### config.mk
export PLATFORM = sky130hd
export DESIGN_NAME = serial_line_input_queue
export DESIGN_NICKNAME = d
export VERILOG_FILES = /design/src/hw/rtl/sliq_pkg.sv /design/src/hw/rtl/sliq_line_mem.sv /design/src/hw/rtl/sliq_seq.sv /design/src/hw/rtl/serial_line_input_queue.sv
export SDC_FILE = /design/constraint.sdc
export NUM_CORES = 2
export LEC_CHECK = 0
export BUFFER_PORTS_ARGS = -buffer_cell sky130_fd_sc_hd__buf_2
export CAP_MARGIN = 30
export CORE_MARGIN = 3
export CORE_UTILIZATION = 39
export CTS_CLUSTER_SIZE = 25
export DETAILED_ROUTE_END_ITERATION = 6
export MAX_ROUTING_LAYER = met4
export PLACE_DENSITY = 0.55
export SETUP_SLACK_MARGIN = 0.02
export SYNTH_ARGS = -nofsm -noshare
export SYNTH_HDL_FRONTEND = slang
export SYNTH_HIERARCHICAL = 1
export SYNTH_MEMORY_MAX_BITS = 65536
export SYNTH_SLANG_ARGS = --single-unit
### constraint.sdc
create_clock -name clk -period 4.2 [get_ports clk]
set_clock_uncertainty 0.15 [all_clocks]
set_input_delay 0.84 -clock clk [delete_from_list [all_inputs] [get_ports clk]]
set_output_delay 0.84 -clock clk [all_outputs]
set_load 0.005 [all_outputs]
### src/hw/rtl/sliq_pkg.sv
`timescale 1ns / 1ps
// ---------------------------------------------------------------------------
// sliq_pkg
// Types and constants of the serial line input queue.
// ---------------------------------------------------------------------------
package sliq_pkg;

  localparam int IDX_W  = 7;
  localparam int PEND_W = 3;

  typedef enum logic [1:0] {
    OP_RECEIVE = 2'd0,
    OP_READ    = 2'd1,
    OP_RELEASE = 2'd2
  } op_t;

  typedef enum logic [1:0] {
    KIND_ECHO    = 2'd0,
    KIND_READ    = 2'd1,
    KIND_RELEASE = 2'd2
  } kind_t;

  localparam logic STATUS_DONE  = 1'b0;
  localparam logic STATUS_EMPTY = 1'b1;

  localparam logic [7:0] ERASE_BYTE     = 8'h7f;
  localparam logic [7:0] NEWLINE_BYTE   = 8'h0a;
  localparam logic [7:0] BACKSPACE_BYTE = 8'h08;
  localparam logic [7:0] SPACE_BYTE     = 8'h20;

  typedef struct packed {
    logic [1:0] operation;
    logic [7:0] rx_byte;
    logic [6:0] char_index;
  } command_t;

  typedef struct packed {
    logic [1:0] kind;
    logic [7:0] data;
    logic       status;
    logic [2:0] lines_pending;
    logic       last;
  } result_t;

  typedef enum logic [2:0] {
    ST_IDLE,
    ST_EXEC,
    ST_READ,
    ST_ERASE_SP,
    ST_ERASE_BS
  } seq_state_t;

endpackage

### src/hw/rtl/sliq_line_mem.sv
`timescale 1ns / 1ps
// ---------------------------------------------------------------------------
// sliq_line_mem
// Single-port character store, one access per cycle, registered read data.
// ---------------------------------------------------------------------------
module sliq_line_mem #(
  parameter int ADDR_W = 9
) (
  input  logic              clk,
  input  logic              wr_en,
  input  logic              rd_en,
  input  logic [ADDR_W-1:0] addr,
  input  logic [7:0]        wdata,
  output logic [7:0]        rdata
);

  logic [7:0] mem [2**ADDR_W];

  always_ff @(posedge clk) begin
    if (wr_en) begin
      mem[addr] <= wdata;
    end
    if (rd_en) begin
      rdata <= mem[addr];
    end
  end

endmodule

### src/hw/rtl/sliq_seq.sv
`timescale 1ns / 1ps
// ---------------------------------------------------------------------------
// sliq_seq
// Command sequencer: slot ring pointers, line lengths, memory access and
// result register.
// ---------------------------------------------------------------------------
module sliq_seq #(
  parameter int LINE_SLOTS = 4,
  parameter int LINE_CHARS = 127,
  parameter int ADDR_W     = 9
) (
  input  logic                clk,
  input  logic                rst,
  input  logic                start,
  output logic                busy,
  input  sliq_pkg::command_t  command,
  input  logic                echo_en,
  output logic                mem_wr,
  output logic                mem_rd,
  output logic [ADDR_W-1:0]   mem_addr,
  output logic [7:0]          mem_wdata,
  input  logic [7:0]          mem_rdata,
  output logic                result_strobe,
  output sliq_pkg::result_t   result
);
  import sliq_pkg::*;

  localparam int SW = $clog2(LINE_SLOTS);
  localparam int RW = $clog2(LINE_SLOTS + 1);
  localparam int PW = ADDR_W - SW;
  localparam int LW = $clog2(LINE_CHARS + 1);

  seq_state_t state, state_next;
  command_t   item;
  logic [SW-1:0] head, head_next;
  logic [RW-1:0] ready, ready_next;
  logic [LW-1:0] wpos, wpos_next;
  logic [LW-1:0] lens [LINE_SLOTS];
  logic          len_we;
  logic          hit, hit_next;
  logic          strobe_next;
  result_t       res_next;

  logic [SW:0]        tail_sum;
  logic [SW-1:0]      tail;
  logic [SW-1:0]      head_inc;
  logic               full;
  logic               empty;
  logic               erase_go;
  logic               read_go;
  logic [PW+IDX_W-1:0] idx_ext;
  logic [LW+IDX_W-1:0] idx_cmp;
  logic [LW+IDX_W-1:0] len_cmp;
  logic               in_range;

  function automatic logic [PEND_W-1:0] pend(input logic [RW-1:0] r);
    logic [RW+PEND_W-1:0] w;
    w = {{PEND_W{1'b0}}, r};
    return w[PEND_W-1:0];
  endfunction

  function automatic result_t make_res(input kind_t k, input logic [7:0] d, input logic s,
                                       input logic [PEND_W-1:0] p, input logic l);
    result_t r;
    r.kind          = k;
    r.data          = d;
    r.status        = s;
    r.lines_pending = p;
    r.last          = l;
    return r;
  endfunction

  assign busy = (state != ST_IDLE);

  // Ring arithmetic and shared decode of the latched command.
  always_comb begin
    tail_sum = (SW+1)'(head) + (SW+1)'(ready);
    if (tail_sum >= (SW+1)'(LINE_SLOTS)) begin
      tail_sum = tail_sum - (SW+1)'(LINE_SLOTS);
    end
    tail     = tail_sum[SW-1:0];
    head_inc = (head == SW'(LINE_SLOTS - 1)) ? '0 : head + SW'(1);
    full     = (ready == RW'(LINE_SLOTS));
    empty    = (ready == '0);
    erase_go = (op_t'(item.operation) == OP_RECEIVE) && !full &&
               (item.rx_byte == ERASE_BYTE) && (wpos != '0);
    read_go  = (op_t'(item.operation) == OP_READ) && !empty;
    idx_ext  = {{PW{1'b0}}, item.char_index};
    idx_cmp  = {{LW{1'b0}}, item.char_index};
    len_cmp  = {{IDX_W{1'b0}}, lens[head]};
    in_range = (idx_cmp < len_cmp) && (idx_cmp < (LW+IDX_W)'(LINE_CHARS));
  end

  always_comb begin
    state_next = state;
    case (state)
      ST_IDLE: begin
        if (start) begin
          state_next = ST_EXEC;
        end
      end
      ST_EXEC: begin
        if (erase_go && echo_en) begin
          state_next = ST_ERASE_SP;
        end else if (read_go) begin
          state_next = ST_READ;
        end else begin
          state_next = ST_IDLE;
        end
      end
      ST_ERASE_SP: state_next = ST_ERASE_BS;
      default:     state_next = ST_IDLE;
    endcase
  end

  always_comb begin
    head_next   = head;
    ready_next  = ready;
    wpos_next   = wpos;
    len_we      = 1'b0;
    hit_next    = hit;
    mem_wr      = 1'b0;
    mem_rd      = 1'b0;
    mem_addr    = {tail, wpos[PW-1:0]};
    mem_wdata   = item.rx_byte;
    strobe_next = 1'b0;
    res_next    = make_res(KIND_ECHO, BACKSPACE_BYTE, STATUS_DONE, pend(ready), 1'b1);
    case (state)
      ST_EXEC: begin
        case (op_t'(item.operation))
          OP_RECEIVE: begin
            if (!full) begin
              if (item.rx_byte == ERASE_BYTE) begin
                if (erase_go) begin
                  wpos_next   = wpos - LW'(1);
                  strobe_next = echo_en;
                  res_next    = make_res(KIND_ECHO, BACKSPACE_BYTE, STATUS_DONE,
                                         pend(ready), 1'b0);
                end
              end else if (item.rx_byte == NEWLINE_BYTE) begin
                len_we      = 1'b1;
                ready_next  = ready + RW'(1);
                wpos_next   = '0;
                strobe_next = echo_en;
                res_next    = make_res(KIND_ECHO, NEWLINE_BYTE, STATUS_DONE,
                                       pend(ready + RW'(1)), 1'b1);
              end else if (wpos < LW'(LINE_CHARS)) begin
                mem_wr      = 1'b1;
                wpos_next   = wpos + LW'(1);
                strobe_next = echo_en;
                res_next    = make_res(KIND_ECHO, item.rx_byte, STATUS_DONE,
                                       pend(ready), 1'b1);
              end
            end
          end
          OP_READ: begin
            if (empty) begin
              strobe_next = 1'b1;
              res_next    = make_res(KIND_READ, 8'd0, STATUS_EMPTY, pend(ready), 1'b1);
            end else begin
              // Data comes back in the next cycle, in the read state; busy stays high meanwhile.
              mem_rd   = 1'b1;
              mem_addr = {head, idx_ext[PW-1:0]};
              hit_next = in_range;
            end
          end
          OP_RELEASE: begin
            strobe_next = 1'b1;
            if (empty) begin
              res_next = make_res(KIND_RELEASE, 8'd0, STATUS_EMPTY, pend(ready), 1'b1);
            end else begin
              head_next  = head_inc;
              ready_next = ready - RW'(1);
              res_next   = make_res(KIND_RELEASE, 8'd0, STATUS_DONE,
                                    pend(ready - RW'(1)), 1'b1);
            end
          end
          default: ;
        endcase
      end
      ST_READ: begin
        strobe_next = 1'b1;
        res_next    = make_res(KIND_READ, hit ? mem_rdata : 8'd0, STATUS_DONE,
                               pend(ready), 1'b1);
      end
      ST_ERASE_SP: begin
        strobe_next = 1'b1;
        res_next    = make_res(KIND_ECHO, SPACE_BYTE, STATUS_DONE, pend(ready), 1'b0);
      end
      ST_ERASE_BS: begin
        strobe_next = 1'b1;
        res_next    = make_res(KIND_ECHO, BACKSPACE_BYTE, STATUS_DONE, pend(ready), 1'b1);
      end
      default: ;
    endcase
  end

  always_ff @(posedge clk) begin
    if (rst) begin
      state         <= ST_IDLE;
      head          <= '0;
      ready         <= '0;
      wpos          <= '0;
      result_strobe <= 1'b0;
      for (int i = 0; i < LINE_SLOTS; i++) begin
        lens[i] <= '0;
      end
    end else begin
      state         <= state_next;
      head          <= head_next;
      ready         <= ready_next;
      wpos          <= wpos_next;
      result_strobe <= strobe_next;
      if (len_we) begin
        lens[tail] <= wpos;
      end
    end
  end

  always_ff @(posedge clk) begin
    if (start && !busy) begin
      item <= command;
    end
    hit    <= hit_next;
    result <= res_next;
  end

endmodule

### src/hw/rtl/serial_line_input_queue.sv
`timescale 1ns / 1ps
// ---------------------------------------------------------------------------
// serial_line_input_queue
// Serial console line buffer: assembles received bytes into a ring of line
// slots with echo and erase, and serves reads and releases of the oldest line.
// ---------------------------------------------------------------------------
//  channel   ports                    transfer
//  command   start, busy, command     start high while busy low
//  config    cfg_write, cfg_data      cfg_write high
//  result    result_strobe, result    one cycle per result, no back-pressure
//
// An accepted command passes the execute state, then the read state for a
// read (the character store's registered read port) or the erase space and
// erase backspace states for an erase echo. Each result is registered and shows
// in the cycle after it is formed; the last shows as busy drops, when the next command can be taken.
// Reset clears the ring pointers, line lengths and fill position and sets
// echo on; the character store is not cleared.
// ---------------------------------------------------------------------------
module serial_line_input_queue #(
  parameter int LINE_SLOTS = 4,
  parameter int LINE_CHARS = 127
) (
  input  logic               clk,
  input  logic               rst,
  input  logic               start,
  output logic               busy,
  input  sliq_pkg::command_t command,
  input  logic               cfg_write,
  input  logic               cfg_data,
  output logic               result_strobe,
  output sliq_pkg::result_t  result
);
  import sliq_pkg::*;

  localparam int ADDR_W = $clog2(LINE_SLOTS) + $clog2(LINE_CHARS);

  logic              echo_en;
  logic              mem_wr;
  logic              mem_rd;
  logic [ADDR_W-1:0] mem_addr;
  logic [7:0]        mem_wdata;
  logic [7:0]        mem_rdata;

  always_ff @(posedge clk) begin
    if (rst) begin
      echo_en <= 1'b1;
    end else if (cfg_write) begin
      echo_en <= cfg_data;
    end
  end

  sliq_seq #(
    .LINE_SLOTS(LINE_SLOTS),
    .LINE_CHARS(LINE_CHARS),
    .ADDR_W    (ADDR_W)
  ) u_seq (
    .clk          (clk),
    .rst          (rst),
    .start        (start),
    .busy         (busy),
    .command      (command),
    .echo_en      (echo_en),
    .mem_wr       (mem_wr),
    .mem_rd       (mem_rd),
    .mem_addr     (mem_addr),
    .mem_wdata    (mem_wdata),
    .mem_rdata    (mem_rdata),
    .result_strobe(result_strobe),
    .result       (result)
  );

  sliq_line_mem #(
    .ADDR_W(ADDR_W)
  ) u_mem (
    .clk  (clk),
    .wr_en(mem_wr),
    .rd_en(mem_rd),
    .addr (mem_addr),
    .wdata(mem_wdata),
    .rdata(mem_rdata)
  );

endmodule

==> impl_metrics.py <==
metrics = {
    "worst_setup_path": {
        "crit_arrival_ps": 4960,
        "crit_path_end": "u_mem/rdata[7]",
        "r2r-end": "u_mem/rdata[7]",
        "reg2reg_from": "u_seq/item[15]",
        "crit_type": "flop to flop",
        "end_kind": "flop",
        "cp-startpoint": "u_seq/item[15]",
        "cp_data_required_time_ps": 4750,
        "r2r_setup_slack_ps": -210,
        "path_max_fanout": 8,
        "ff2ff_path_depth": 19,
        "startpoint_type": "flop",
    },
    "clock_tree": {
        "numCtsBuffers": 420,
        "clock-sinks": 4184,
        "cts-root-buf": "clkbuf_16",
        "cts_htree_levels": 5,
        "cts_tree": "built",
        "clk_latency_ps": 970,
        "clock_path_buffers": 4,
        "clk_pin_slew_ps": 60,
    },
    "power": {
        "power.share.sequential": 0.535,
        "sw_frac_of_total": 0.208,
        "power.total_uw": 85900,
        "p_sw_uw": 17900,
        "power.internal_uw": 68000,
        "power.share.clock": 0.431,
        "combPwrFrac": 0.034,
        "p_per_area_nw_per_um2": 428,
        "irDropWorstVdd_uv": 350,
        "leakage_uw": 0.0646,
    },
    "synthesis": {
        "ys_warn_count": 6,
        "yosys.area_share.simple": 0.0315,
        "synth-main-ff-cell": "edfxtp_1",
        "synth_seq_area_share": 0.771,
        "synth.avg_cell_area_um2": 20.4,
        "syn_area_um2": 163000,
        "synth_top_family_by_area": "multiplexers",
        "synth_adder_area_share": 0.00131,
        "async_flop_share": 0,
        "synth.largest_area_cell": "edfxtp_1",
        "yosysUniqueCellTypes": 87,
        "synth_area_leaders": "edfxtp_1 77%, mux4_2 11%, mux2i_1 2.7%, nor2_1 1.3%, a22oi_1 0.83%",
        "synth_compound_area_frac": 0.0369,
        "synth.top_cell.area_share": 0.766,
        "netlist_instances": 7969,
        "synth.most_common_cell": "edfxtp_1",
        "synth-edff-count": 4150,
        "syn-num-nets": 8008,
        "synth-xor-area-share": 0.000485,
        "ys_top_cells_by_count": "4150 x edfxtp_1, 823 x mux4_2, 565 x nor2_1",
        "ys_ff_latch": 4184,
        "synthMuxAreaShare": 0.142,
    },
    "flow_run": {
        "drv_cap": 0,
    },
    "timing": {
        "timing.final.crit_period_ps": 4410,
        "finalHoldViolations": 0,
        "fmax_ghz": 0.227,
        "finalSetupTns_ps": -1290,
        "fin_crit_sh": 1.05,
        "maxSlewHeadroom": 0.214,
        "rsz0062_at_grt": "true",
        "setup_slack_ps": -206,
        "worstMarginPinSlew_ps": 1180,
        "setup_viol": 8,
        "slew_violations": 0,
    },
    "floorplanning": {
        "coreArea_um2": 414000,
        "rows": 236,
        "initial_utilization": 0.392,
        "io_pins": 39,
        "die_h_um": 652,
        "die_x_um": 652,
        "die-area_um2": 425000,
    },
    "place": {
        "portBuffers": 38,
        "gp_congestion": 0.906,
        "dp_hpwl_um": 323000,
        "dp_slack_ps": -1040,
        "place_area_um2": 184000,
    },
    "global_routing": {
        "grt_usage": 0.234,
        "antenna_found_initial": 21,
        "first_global_vias": 89600,
        "grt_overflow": 0,
        "grt_max_degree": 206,
        "grt_first_pass_wirelength_um": 689000,
    },
    "cells_and_area": {
        "final_nets": 9930,
        "layout-drive-gt1-share": 0.360,
        "design_area_um2": 201000,
        "area_growth_pct": 23.4,
        "num-fill-cells": 33700,
    },
    "drt": {
        "drc_errors": 0,
        "drt_iter0_drc": 11600,
        "viasPerCell": 5.71,
        "dr.pass1.iters": 6,
        "ant_nets": 0,
        "drt-total-wl_um": 489000,
        "vias": 89800,
        "wl_per_cell_um": 31.1,
    },
    "hold_path": {
        "hp-class": "input port to flop",
    },
    "run_status": {
        "violations": "setup timing",
        "status": "finished with violations",
    },
}
-- flip-flops by register name, indices dropped and copies added, names as in the netlist, named ones only --
register and count:
u_mem/mem 4096, u_seq/lens 28, u_seq/result 15, u_mem/rdata 8, u_seq/mem_wdata 8, u_seq/idx_cmp 7
u_seq/wpos 7, u_seq/ready 3, u_seq/state 3, u_seq/head 2, u_seq/item 2, echo_en 1
u_seq/hit 1, u_seq/result_strobe 1
-- layout make-up --
| cell class | count | area, µm² | area share |
|---|---|---|---|
| flip-flops and latches | 4184 | 125000 | 0.624 |
| multi-input cells | 3244 | 36000 | 0.180 |
| repair buffers | 2011 | 18900 | 0.0940 |
| clock buffers | 495 | 10900 | 0.0541 |
| well taps | 5474 | 6850 | 0.0341 |
| clock inverters | 276 | 2670 | 0.0133 |
| inverters | 30 | 120 | 0.000598 |
| diodes | 8 | 20.0 | 0.0000997 |
-- what timing repair did --
| action | in CTS | in global routing |
|---|---|---|
| gates cloned | 13 | 2 |
| hold endpoints to repair | 19 | 0 |
| pin swaps | 57 | 46 |
| resized for setup | 260 | 90 |
| hold buffers | 20 | 0 |
| buffers inserted | 74 | 31 |
| setup endpoints to repair | 1089 | 648 |
-- critical path, cell delays in order, from the launching register on --
cell and delay, ps:
edfxtp_1 420, ha_4 190, nand3_4 100, inv_4 50, buf_8 130, o21ai_4 140, buf_12 170, buf_16 160
buf_16 180, buf_12 120, buf_16 140, buf_4 130, buf_4 130, mux4_2 600, a32oi_1 230, nand2_1 60
and3_1 260, nor4_4 340, buf_4 250, nand4_1 120
-- cells in the final DEF, fill, tap and decap left out, types with 46 or more instances in the layout --
cell type     n
a21oi_1      85
a221oi_1     75
a22o_1       53
a22oi_1     161
a31oi_1      64
buf_12      206
buf_4      1641
clkbuf_1     72
clkbuf_16   425
clkinv_1     88
clkinv_2     75
edfxtp_1   4150
mux2i_1     423
mux4_2      823
nand2_1     151
nand3_1      46
nand4_1      51
nor2_1      553
o21ai_0      52
o22ai_1     109
-- cell families (layout without fill, tap and decap cells) --
logic type,count (synthesis),count (layout)
DFF,4184,4184
and+or+nand+nor,1100,1100
other,0,8
AOI/OAI and AO/OA,840,840
muxes,1278,1278
adders and majority gates,17,17
buffers and inverters,541,2812
xor gates and xnor gates,9,9
-- through the flow --
step	instances	hold WS, ps	util
2_1_floorplan	7969	262	-
5_1_grt	15700	194	0.484
4_1_cts	15700	122	0.482
3_3_place_gp	14800	415	0.443
3_5_place_dp	14800	427	0.443
6_report	15700	203	0.484
-- power by group through the flow --
stage	clock, µW	sequential (µW)	combinational (µW)
finish	37000	46000	2880
global route	39400	46000	3030
CTS	37700	46000	2820
detailed placement	0	46900	2640
global placement	0	46900	2570
floorplan	0	46900	1390
-- worst min-delay path by stage --
stage	slack (ps)	startpoint	to	cells past startpoint
after detailed placement	430	u_seq/state[2]	u_seq/state[2]	2
after global placement	410	u_seq/state[2]	u_seq/state[2]	2
final	200	rst	u_seq/ready[0]	2
after global routing	190	rst	u_seq/ready[2]	2
after floorplan	260	u_mem/rdata[1]	u_seq/result[6]	2
after CTS	120	rst	u_seq/ready[2]	2
-- routing by layer --
metal	wire length, µm	vias up	part of all wire	global-route usage
met4	16500	0	0.034	0.0681
li1	-	37100	-	-
met1	202000	47600	0.41	0.328
met2	225000	4377	0.46	0.351
met5	0	-	0	-
met3	45600	763	0.093	0.0417
Note: power is estimated with default switching activity, not from simulation.
